`config.mk`:
```
export PLATFORM = sky130hd
export DESIGN_NAME = pd_controller_with_slew_limit
export DESIGN_NICKNAME = d
export VERILOG_FILES = /design/src/hw/rtl/pdsl_pkg.sv /design/src/hw/rtl/pdsl_divider.sv /design/src/hw/rtl/pdsl_mul.sv /design/src/hw/rtl/pd_controller_with_slew_limit.sv
export SDC_FILE = /design/constraint.sdc
export NUM_CORES = 2
export LEC_CHECK = 0
export ABC_AREA = 0
export BUFFER_PORTS_ARGS = -buffer_cell sky130_fd_sc_hd__buf_2
export CAP_MARGIN = 10
export CORE_UTILIZATION = 50
export CTS_BUF_LIST = sky130_fd_sc_hd__clkbuf_4 sky130_fd_sc_hd__clkbuf_8
export DETAILED_ROUTE_END_ITERATION = 8
export PLACE_DENSITY = 0.66
export SKIP_CTS_REPAIR_TIMING = 1
export SLEW_MARGIN = 40
export SYNTH_ARGS = -nofsm -noshare
export SYNTH_HDL_FRONTEND = slang
export SYNTH_SLANG_ARGS = --single-unit
```
`constraint.sdc`:
```
create_clock -name clock -period 28.4 [get_ports clock]
set_input_delay 2.84 -clock clock [delete_from_list [all_inputs] [get_ports clock]]
set_output_delay 2.84 -clock clock [all_outputs]
set_load 0.03 [all_outputs]
```
`src/hw/rtl/pdsl_pkg.sv`:
```
`default_nettype none

package pdsl_pkg;

   localparam int POS_W   = 16;
   localparam int ERR_W   = 17;
   localparam int TIME_W  = 32;
   localparam int GAIN_W  = 16;
   localparam int SLEW_W  = 15;
   localparam int HOLD_W  = 16;
   localparam int THR_W   = 16;
   localparam int DER_W   = 26;
   localparam int DIFF_W  = 18;
   localparam int QUO_W   = 25;
   localparam int CNT_W   = 5;
   localparam int PROD_W  = 42;
   localparam int SUM_W   = 43;
   localparam int CSR_IDX_W  = 3;
   localparam int CSR_DATA_W = 16;

   localparam logic [CNT_W-1:0] DIV_LAST_STEP = CNT_W'(QUO_W - 1);

   localparam logic [SLEW_W-1:0] SLEW_RESET = 15'h7FFF;
   localparam logic [HOLD_W-1:0] HOLD_RESET = 16'd100;

   // Configuration register indexes.
   localparam logic [CSR_IDX_W-1:0] CSR_TARGET    = 3'd0;
   localparam logic [CSR_IDX_W-1:0] CSR_P_GAIN    = 3'd1;
   localparam logic [CSR_IDX_W-1:0] CSR_D_GAIN    = 3'd2;
   localparam logic [CSR_IDX_W-1:0] CSR_SLEW      = 3'd3;
   localparam logic [CSR_IDX_W-1:0] CSR_HOLD      = 3'd4;
   localparam logic [CSR_IDX_W-1:0] CSR_THRESHOLD = 3'd5;

   typedef enum logic [2:0] {
      ST_IDLE,
      ST_CHECK,
      ST_DIV,
      ST_MUL_P,
      ST_MUL_D,
      ST_SUM,
      ST_SCALE,
      ST_SLEW_DONE
   } pdsl_state_type;

   typedef struct packed {
      logic               start;
      logic [QUO_W-1:0]   dividend;
      logic [TIME_W-1:0]  divisor;
   } pdsl_div_req_type;

   typedef struct packed {
      logic               done;
      logic [QUO_W-1:0]   quotient;
   } pdsl_div_rsp_type;

endpackage

`default_nettype wire

```
`src/hw/rtl/pdsl_divider.sv`:
```
`default_nettype none

// Unsigned restoring divider, one quotient bit per cycle.
module pdsl_divider
   import pdsl_pkg::*;
(
   input  wire logic             clock,
   input  wire logic             reset,
   input  wire pdsl_div_req_type div_req,
   output pdsl_div_rsp_type      div_rsp
);

   logic              busy_ff, busy_in;
   logic              done_ff, done_in;
   logic [CNT_W-1:0]  count_ff, count_in;
   logic [TIME_W-1:0] rem_ff, rem_in;
   logic [QUO_W-1:0]  quo_ff, quo_in;
   logic [TIME_W-1:0] divisor_ff, divisor_in;
   logic [TIME_W+1:0] trial;
   logic              fits;

   always_comb begin
      trial = {1'b0, rem_ff, quo_ff[QUO_W-1]} - {2'b00, divisor_ff};
      fits  = ~trial[TIME_W+1];

      busy_in    = busy_ff;
      done_in    = 1'b0;
      count_in   = count_ff;
      rem_in     = rem_ff;
      quo_in     = quo_ff;
      divisor_in = divisor_ff;

      if (div_req.start) begin
         busy_in    = 1'b1;
         count_in   = DIV_LAST_STEP;
         rem_in     = '0;
         quo_in     = div_req.dividend;
         divisor_in = div_req.divisor;
      end else if (busy_ff) begin
         rem_in = fits ? trial[TIME_W-1:0] : {rem_ff[TIME_W-2:0], quo_ff[QUO_W-1]};
         quo_in = {quo_ff[QUO_W-2:0], fits};
         if (count_ff == '0) begin
            busy_in = 1'b0;
            done_in = 1'b1;
         end else begin
            count_in = count_ff - 1'b1;
         end
      end
   end

   always_ff @(posedge clock) begin
      if (reset) begin
         busy_ff  <= 1'b0;
         done_ff  <= 1'b0;
         count_ff <= '0;
      end else begin
         busy_ff  <= busy_in;
         done_ff  <= done_in;
         count_ff <= count_in;
      end
      rem_ff     <= rem_in;
      quo_ff     <= quo_in;
      divisor_ff <= divisor_in;
   end

   assign div_rsp.done     = done_ff;
   assign div_rsp.quotient = quo_ff;

endmodule

`default_nettype wire

```
`src/hw/rtl/pdsl_mul.sv`:
```
`default_nettype none

// Shared signed multiplier with a registered product.
module pdsl_mul
   import pdsl_pkg::*;
(
   input  wire logic                     clock,
   input  wire logic signed [GAIN_W-1:0] mul_a,
   input  wire logic signed [DER_W-1:0]  mul_b,
   output logic signed [PROD_W-1:0]      product
);

   logic signed [PROD_W-1:0] product_ff, product_in;

   assign product_in = PROD_W'(mul_a) * PROD_W'(mul_b);

   always_ff @(posedge clock) begin
      product_ff <= product_in;
   end

   assign product = product_ff;

endmodule

`default_nettype wire

```
`src/hw/rtl/pd_controller_with_slew_limit.sv`:
```
// PD position controller with a slew-rate limited drive.
// Input channel (req_): one beat per control tick carries a signed position
// sample and a free-running millisecond timestamp. Result channel (rsp_):
// one beat per tick carries the limited drive, the error and a settled flag.
// Configuration (csr_): a write at csr_index with csr_wdata is taken on any
// clock edge with csr_we high; write only while no tick is in progress.
// An accepted tick passes CHECK, MUL_P, MUL_D, SUM, SCALE and SLEW_DONE before
// rsp_valid when the held derivative is kept, with DIV after CHECK when it is
// refreshed: the refresh runs a 25-step restoring divider, one quotient bit per
// cycle. The two products then share one multiplier. One tick is in work at a
// time, so a new tick is accepted only once the last one has left SLEW_DONE.
// Reset clears the state and loads the register defaults: zero target and
// gains, slew limit 32767, hold time 100 ms, settle threshold zero.
// If the receiver stalls, the finished beat stays in the output register
// and the next tick may still be accepted and computed; the block then waits
// with that result until the output register is free.
`default_nettype none

module pd_controller_with_slew_limit
   import pdsl_pkg::*;
(
   input  wire logic                         clock,
   input  wire logic                         reset,
   input  wire logic                         req_valid,
   output logic                              req_ready,
   input  wire logic signed [POS_W-1:0]      req_position,
   input  wire logic [TIME_W-1:0]            req_time_ms,
   output logic                              rsp_valid,
   input  wire logic                         rsp_ready,
   output logic signed [POS_W-1:0]           rsp_drive,
   output logic signed [ERR_W-1:0]           rsp_error_now,
   output logic                              rsp_settled,
   input  wire logic                         csr_we,
   input  wire logic [CSR_IDX_W-1:0]         csr_index,
   input  wire logic [CSR_DATA_W-1:0]        csr_wdata
);

   // Sequencer.
   pdsl_state_type state_ff, state_in;

   // Configuration registers.
   logic signed [POS_W-1:0]  target_ff, target_in;
   logic signed [GAIN_W-1:0] p_gain_ff, p_gain_in;
   logic signed [GAIN_W-1:0] d_gain_ff, d_gain_in;
   logic [SLEW_W-1:0]        slew_ff, slew_in;
   logic [HOLD_W-1:0]        hold_ff, hold_in;
   logic [THR_W-1:0]         thr_ff, thr_in;

   // Controller state carried across ticks.
   logic [TIME_W-1:0]        last_time_ff, last_time_in;
   logic signed [ERR_W-1:0]  last_error_ff, last_error_in;
   logic signed [DER_W-1:0]  deriv_ff, deriv_in;
   logic signed [POS_W-1:0]  last_drive_ff, last_drive_in;

   // Per-tick working registers.
   logic signed [ERR_W-1:0]  error_ff, error_in;
   logic [TIME_W-1:0]        now_ff, now_in;
   logic                     neg_ff, neg_in;
   logic signed [PROD_W-1:0] pprod_ff, pprod_in;
   logic signed [SUM_W-1:0]  sum_ff, sum_in;
   logic signed [POS_W-1:0]  cmd_ff, cmd_in;
   logic signed [POS_W-1:0]  drive_ff, drive_in;
   logic                     settled_ff, settled_in;
   logic                     pending_ff, pending_in;

   // Output register.
   logic                     rsp_valid_ff, rsp_valid_in;
   logic signed [POS_W-1:0]  rsp_drive_ff, rsp_drive_in;
   logic signed [ERR_W-1:0]  rsp_error_ff, rsp_error_in;
   logic                     rsp_settled_ff, rsp_settled_in;

   // Sequencer outputs.
   logic                     accept;
   logic                     div_start;
   logic                     sel_d_term;

   pdsl_div_req_type         div_req;
   pdsl_div_rsp_type         div_rsp;
   logic signed [GAIN_W-1:0] mul_a;
   logic signed [DER_W-1:0]  mul_b;
   logic signed [PROD_W-1:0] product;

   // Datapath intermediates.
   logic [TIME_W-1:0]        dt;
   logic                     refresh;
   logic signed [DIFF_W-1:0] diff;
   logic [DIFF_W-1:0]        diff_mag;
   logic signed [SUM_W-16-1:0] scaled;
   logic signed [DIFF_W-1:0] delta;
   logic signed [DIFF_W-1:0] limit;
   logic signed [DIFF_W-1:0] last_ext;
   logic [ERR_W-1:0]         err_mag;
   logic                     out_free;

   assign out_free = ~rsp_valid_ff | rsp_ready;

   // The refresh test: a changed error, or more than the hold time elapsed.
   // The elapsed time wraps, so a timestamp moving backwards looks long.
   assign dt       = now_ff - last_time_ff;
   assign refresh  = (error_ff != last_error_ff) || (dt > {16'd0, hold_ff});
   assign diff     = DIFF_W'(error_ff) - DIFF_W'(last_error_ff);
   assign diff_mag = diff[DIFF_W-1] ? DIFF_W'(-diff) : DIFF_W'(diff);

   // ------------------------------------------------------------------
   // Next state.
   // ------------------------------------------------------------------
   always_comb begin
      state_in = state_ff;
      unique case (state_ff)
         ST_IDLE: begin
            if (req_valid) begin
               state_in = ST_CHECK;
            end
         end
         ST_CHECK: begin
            state_in = refresh ? ST_DIV : ST_MUL_P;
         end
         ST_DIV: begin
            if (div_rsp.done) begin
               state_in = ST_MUL_P;
            end
         end
         ST_MUL_P:  state_in = ST_MUL_D;
         ST_MUL_D:  state_in = ST_SUM;
         ST_SUM:    state_in = ST_SCALE;
         ST_SCALE:  state_in = ST_SLEW_DONE;
         ST_SLEW_DONE: begin
            if (out_free) begin
               state_in = ST_IDLE;
            end
         end
         default:   state_in = ST_IDLE;
      endcase
   end

   // ------------------------------------------------------------------
   // Sequencer outputs.
   // ------------------------------------------------------------------
   always_comb begin
      req_ready  = 1'b0;
      div_start  = 1'b0;
      sel_d_term = 1'b0;
      unique case (state_ff)
         ST_IDLE:      req_ready  = 1'b1;
         ST_CHECK:     div_start  = refresh;
         ST_MUL_D:     sel_d_term = 1'b1;
         default: begin
         end
      endcase
   end

   assign accept = req_valid & req_ready;

   // The divider works on magnitudes; a zero interval divides as one.
   assign div_req.start    = div_start;
   assign div_req.dividend = {diff_mag[ERR_W-1:0], 8'd0};
   assign div_req.divisor  = (dt == '0) ? TIME_W'(1) : dt;

   pdsl_divider u_divider (
      .clock   (clock),
      .reset   (reset),
      .div_req (div_req),
      .div_rsp (div_rsp)
   );

   // One multiplier serves both terms: P times error, then D times derivative.
   assign mul_a = sel_d_term ? d_gain_ff : p_gain_ff;
   assign mul_b = sel_d_term ? deriv_ff : DER_W'(error_ff);

   pdsl_mul u_mul (
      .clock   (clock),
      .mul_a   (mul_a),
      .mul_b   (mul_b),
      .product (product)
   );

   // ------------------------------------------------------------------
   // Datapath.
   // ------------------------------------------------------------------
   always_comb begin
      target_in     = target_ff;
      p_gain_in     = p_gain_ff;
      d_gain_in     = d_gain_ff;
      slew_in       = slew_ff;
      hold_in       = hold_ff;
      thr_in        = thr_ff;
      last_time_in  = last_time_ff;
      last_error_in = last_error_ff;
      deriv_in      = deriv_ff;
      last_drive_in = last_drive_ff;
      error_in      = error_ff;
      now_in        = now_ff;
      neg_in        = neg_ff;
      pprod_in      = pprod_ff;
      sum_in        = sum_ff;
      cmd_in        = cmd_ff;
      drive_in      = drive_ff;
      settled_in    = settled_ff;
      pending_in    = pending_ff;
      rsp_valid_in  = rsp_valid_ff & ~rsp_ready;
      rsp_drive_in  = rsp_drive_ff;
      rsp_error_in  = rsp_error_ff;
      rsp_settled_in = rsp_settled_ff;

      scaled   = sum_ff[SUM_W-1:16] + (SUM_W-16)'(sum_ff[SUM_W-1] & (|sum_ff[15:0]));
      last_ext = DIFF_W'(last_drive_ff);
      delta    = DIFF_W'(cmd_ff) - last_ext;
      limit    = DIFF_W'({1'b0, slew_ff});
      err_mag  = error_ff[ERR_W-1] ? ERR_W'(-error_ff) : ERR_W'(error_ff);

      if (csr_we) begin
         unique case (csr_index)
            CSR_TARGET:    target_in = csr_wdata;
            CSR_P_GAIN:    p_gain_in = csr_wdata;
            CSR_D_GAIN:    d_gain_in = csr_wdata;
            CSR_SLEW:      slew_in   = csr_wdata[SLEW_W-1:0];
            CSR_HOLD:      hold_in   = csr_wdata;
            CSR_THRESHOLD: thr_in    = csr_wdata;
            default: begin
            end
         endcase
      end

      if (accept) begin
         error_in = ERR_W'(target_ff) - ERR_W'(req_position);
         now_in   = req_time_ms;
      end

      case (state_ff)
         ST_CHECK: begin
            neg_in = diff[DIFF_W-1];
         end
         ST_DIV: begin
            if (div_rsp.done) begin
               deriv_in      = neg_ff ? -DER_W'(div_rsp.quotient)
                                      : DER_W'(div_rsp.quotient);
               last_time_in  = now_ff;
               last_error_in = error_ff;
            end
         end
         ST_MUL_D: begin
            pprod_in = product;
         end
         ST_SUM: begin
            // P term in Q.8 is moved to Q.16 before the D term is added.
            sum_in = {pprod_ff[SUM_W-9:0], 8'd0} + SUM_W'(product);
         end
         ST_SCALE: begin
            if (scaled > (SUM_W-16)'(32767)) begin
               cmd_in = 16'sh7FFF;
            end else if (scaled < -(SUM_W-16)'(32768)) begin
               cmd_in = -16'sh8000;
            end else begin
               cmd_in = scaled[POS_W-1:0];
            end
            pending_in = 1'b0;
         end
         ST_SLEW_DONE: begin
            if (!pending_ff) begin
               if (delta > limit) begin
                  drive_in = POS_W'(last_ext + limit);
               end else if (delta < -limit) begin
                  drive_in = POS_W'(last_ext - limit);
               end else begin
                  drive_in = cmd_ff;
               end
               settled_in    = ({1'b0, thr_ff} >= err_mag) && (deriv_ff == '0);
               last_drive_in = drive_in;
               pending_in    = 1'b1;
            end
            if (out_free) begin
               rsp_valid_in   = 1'b1;
               rsp_drive_in   = drive_in;
               rsp_error_in   = error_ff;
               rsp_settled_in = settled_in;
            end
         end
         default: begin
         end
      endcase
   end

   always_ff @(posedge clock) begin
      if (reset) begin
         state_ff      <= ST_IDLE;
         target_ff     <= '0;
         p_gain_ff     <= '0;
         d_gain_ff     <= '0;
         slew_ff       <= SLEW_RESET;
         hold_ff       <= HOLD_RESET;
         thr_ff        <= '0;
         last_time_ff  <= '0;
         last_error_ff <= '0;
         deriv_ff      <= '0;
         last_drive_ff <= '0;
         pending_ff    <= 1'b0;
         rsp_valid_ff  <= 1'b0;
      end else begin
         state_ff      <= state_in;
         target_ff     <= target_in;
         p_gain_ff     <= p_gain_in;
         d_gain_ff     <= d_gain_in;
         slew_ff       <= slew_in;
         hold_ff       <= hold_in;
         thr_ff        <= thr_in;
         last_time_ff  <= last_time_in;
         last_error_ff <= last_error_in;
         deriv_ff      <= deriv_in;
         last_drive_ff <= last_drive_in;
         pending_ff    <= pending_in;
         rsp_valid_ff  <= rsp_valid_in;
      end
      error_ff       <= error_in;
      now_ff         <= now_in;
      neg_ff         <= neg_in;
      pprod_ff       <= pprod_in;
      sum_ff         <= sum_in;
      cmd_ff         <= cmd_in;
      drive_ff       <= drive_in;
      settled_ff     <= settled_in;
      rsp_drive_ff   <= rsp_drive_in;
      rsp_error_ff   <= rsp_error_in;
      rsp_settled_ff <= rsp_settled_in;
   end

   assign rsp_valid     = rsp_valid_ff;
   assign rsp_drive     = rsp_drive_ff;
   assign rsp_error_now = rsp_error_ff;
   assign rsp_settled   = rsp_settled_ff;

endmodule

`default_nettype wire

```
==> metrics.yaml <==
cp-end-kind: "flop"
power_leakage_nw: 21.1
clkPwrFrac_pct: 32.1
dp_hpwl_um: 93400
fp-row-count: 109
criticalPathCategory: "flop to flop"
synthCells: 5041
antenna_found_initial: 9
first_global_vias: 34600
area_growth_pct: 8.12
via_per_inst: 5.57
finClkSkew_ns: 0.0348
io_pins: 108
numPortBuffers: 107
ir_worst_vdd_mv: 0.0365
layout-drive-gt1-share_pct: 8.13
ys_warn_count: 0
wl_um: 120000
fmax_mhz: 104
total_power_mw: 2.33
slew_headroom_pct: 35.9
ys_ff_latch: 524
wl_per_cell_um: 18.9
fin_util_pct: 54.9
dp_slack_ns: 18.59
switching_share_pct: 33.7
final_cell_area_mm2: 0.0488
drc: 0
grt_start_max_net_pins: 78
path_clk_slew_ns: 0.06
gp_congestion: 0.997
synth_edf_count: 244
arrival_ns: 10.22
synth-async-reset-ratio_pct: 0
synth-xor-area-share_pct: 4.85
track_usage_pct: 26.8
ys_types: 86
powerDensity_mw_per_mm2: 47.8
clock_sink_count: 524
cts_root_buf: "clkbuf_8"
layout.cells.non_filler: 6346
netlist_area_mm2: 0.0452
switching_power_mw: 0.786
die_h_um: 303
synth_area_per_cell_um2: 8.96
drt_pass1_iterations: 8
outcome: "finished clean"
vias: 35300
crit_fanout: 67
fin_crit_ns: 9.60
post_dp_cell_area_mm2: 0.0468
cts_tree: "done"
timing.final.ws_setup_ns: 18.80
clock_latency_ns: 0.73
dieWidth_um: 303
core_area_mm2: 0.0889
overflow: 0
drt_iter0_markers: 2727
yosysTopAreaCell: "fa_1"
synth_area_leaders: "fa_1 18%, edfxtp_1 16%, dfxtp_1 12%"
cts_buffer_depth: 3
synthAdderAreaFrac_pct: 27.9
dieArea_mm2: 0.0915
initial_utilization_pct: 50.8
maxSlewViolCount: 0
synth_compound_area_share_pct: 13.9
hold_slack_ns: 0.423
synth.top_cell.area_share_pct: 18.2
dp_cells: 6175
num-nets-final: 5934
cp-start-kind: "flop"
grt_pass1_wl_um: 191000
synth_top_family_by_area: "adder cells"
cp_slowest_cell: "buf_4"
max-cap-violations: 0
rsz0062_at_grt: "no"
synth-simple-area-share_pct: 15.0
crit_required_ns: 29.02
muxShareOfSynthArea_pct: 2.17
cts_buffers: 89
seq_power_share_pct: 38.9
holdCritPathClass: "flop to flop"
cpPeakStageDelay_ns: 0.76
cts-htree-levels: 3
setup_violations: 0
ant_nets: 0
tightest_slew_ns: 0.935
synth_ff_type: "dfxtp_1"
finalSetupTns_ns: 0
min_period_over_period_pct: 33.8
p_int_mw: 1.55
synth.net_count: 5873
seq_area_frac_synth_pct: 28.6
crit_top_cell: "fa_1"
comb_power_share_pct: 29.0
hold_viol: 0
flip-flops by register name, summed over array words and instances, names as in the netlist, 17 cells and up:
register              count
now_ff                   32
deriv_ff                 26
u_divider.divisor_ff     32
sum_ff                   43
last_time_ff             32
u_divider.rem_ff         32
u_mul.product            42
pprod_ff                 35
last_error_ff            17
rsp_error_now            17
error_ff                 17
u_divider.quo_ff         25
kinds of logic after synthesis:
logic type / Yosys count
AND/OR/NAND/NOR: 1537
multiplexers: 94
adder cells (fa/ha/maj): 760
AO/OA/AOI/OAI: 972
flip-flops: 524
XOR/XNOR: 250
buffers and inverters: 904
routing by layer:
layer | track usage [%] | routed length, um
met2 | 42.2 | 53400
met5 | 0 | 52
met4 | 8.38 | 3860
met1 | 37.5 | 54200
met3 | 4.94 | 8590
layout by cell type, fill, tap and decap left out, drive strengths merged, types with 26 or more instances in the layout:
master and count:
a211oi 61, o21bai 27, nor2 413, nor4 26
inv 728, mux2 33, nand2b 34, nand2 713
xnor2 158, mux2i 61, o21ai 176, buf 149
or3 29, a21oi 333, fa 410, o211ai 58
clkbuf 136, nand3 67, o21a 36, nor2b 39
nor3 80, xor2 92, dfxtp 280, edfxtp 244
a21o 81, ha 350, and3 31, nand4 35
path summary, 6_finish.rpt:
path	from	end	slack, ns	cells after the start
hold / removal	u_mul.product[6]$_DFF_P_	pprod_ff[6]$_DFFE_PN_	0.42	0
hold reg to reg	u_mul.product[6]$_DFF_P_	pprod_ff[6]$_DFFE_PN_	0.42	0
setup reg to reg	state_ff[0]$_SDFFE_PP0P_	u_mul.product[37]$_DFF_P_	18.80	25
setup / recovery	state_ff[0]$_SDFFE_PP0P_	u_mul.product[37]$_DFF_P_	18.80	25
area by class of cell:
| class | count | area [um2] |
|---|---|---|
| fillers | 8231 | 40100 |
| well taps | 1165 | 1460 |
| clock inverters | 31 | 312 |
| diodes | 3 | 7.51 |
| multi-input cells | 3613 | 28900 |
| repair buffers | 149 | 872 |
| clock buffers | 136 | 1660 |
| flip-flops and latches | 524 | 12900 |
| inverters | 725 | 2720 |
power by group through the flow:
stage               clock (mW)  combinational (mW)  sequential (mW)
finish                   0.749               0.677            0.908
global route             0.797               0.759            0.914
CTS                      0.765               0.673            0.908
detailed placement           0               0.668            0.923
global placement             0               0.655            0.923
floorplan                    0               0.514            0.901
worst max-delay path: cells and delay by family (launching register included):
family                   cells  cell delay, ns
AO/OA/AOI/OAI                6            1.68
XOR/XNOR                     1            0.15
adder cells (fa/ha/maj)      7            3.45
buffers and inverters        4            1.40
flip-flops                   1            0.42
multiplexers                 1            0.45
AND/OR/NAND/NOR              6            1.87
synth_stat cells (9+ instances only):
| cell | instances |
|---|---|
| nor2_1 | 413 |
| or4_1 | 12 |
| edfxtp_1 | 244 |
| nand2b_1 | 34 |
| and4_1 | 9 |
| mux2_2 | 33 |
| ha_1 | 350 |
| a211oi_2 | 11 |
| a311oi_1 | 12 |
| fa_1 | 410 |
| nand3_1 | 66 |
| mux2i_1 | 61 |
| o22ai_1 | 10 |
| xor2_1 | 92 |
| o21a_1 | 36 |
| nand4_1 | 35 |
| and2_1 | 15 |
| nor2b_1 | 39 |
| or3_1 | 29 |
| o31ai_1 | 22 |
| and3_1 | 29 |
| a221oi_1 | 11 |
| nor4_1 | 25 |
| o21ai_0 | 171 |
| o31a_1 | 9 |
| a31oi_1 | 25 |
| nor3_1 | 74 |
| or2_2 | 14 |
| o211ai_1 | 58 |
| clkbuf_1 | 157 |
| a21oi_1 | 332 |
| a21boi_0 | 13 |
| a211oi_1 | 50 |
| o21bai_1 | 27 |
| a21o_1 | 81 |
| nand2_1 | 713 |
| a31o_2 | 9 |
| inv_1 | 724 |
| xnor2_1 | 158 |
| dfxtp_1 | 280 |
Power figures use the tool's default switching activity.
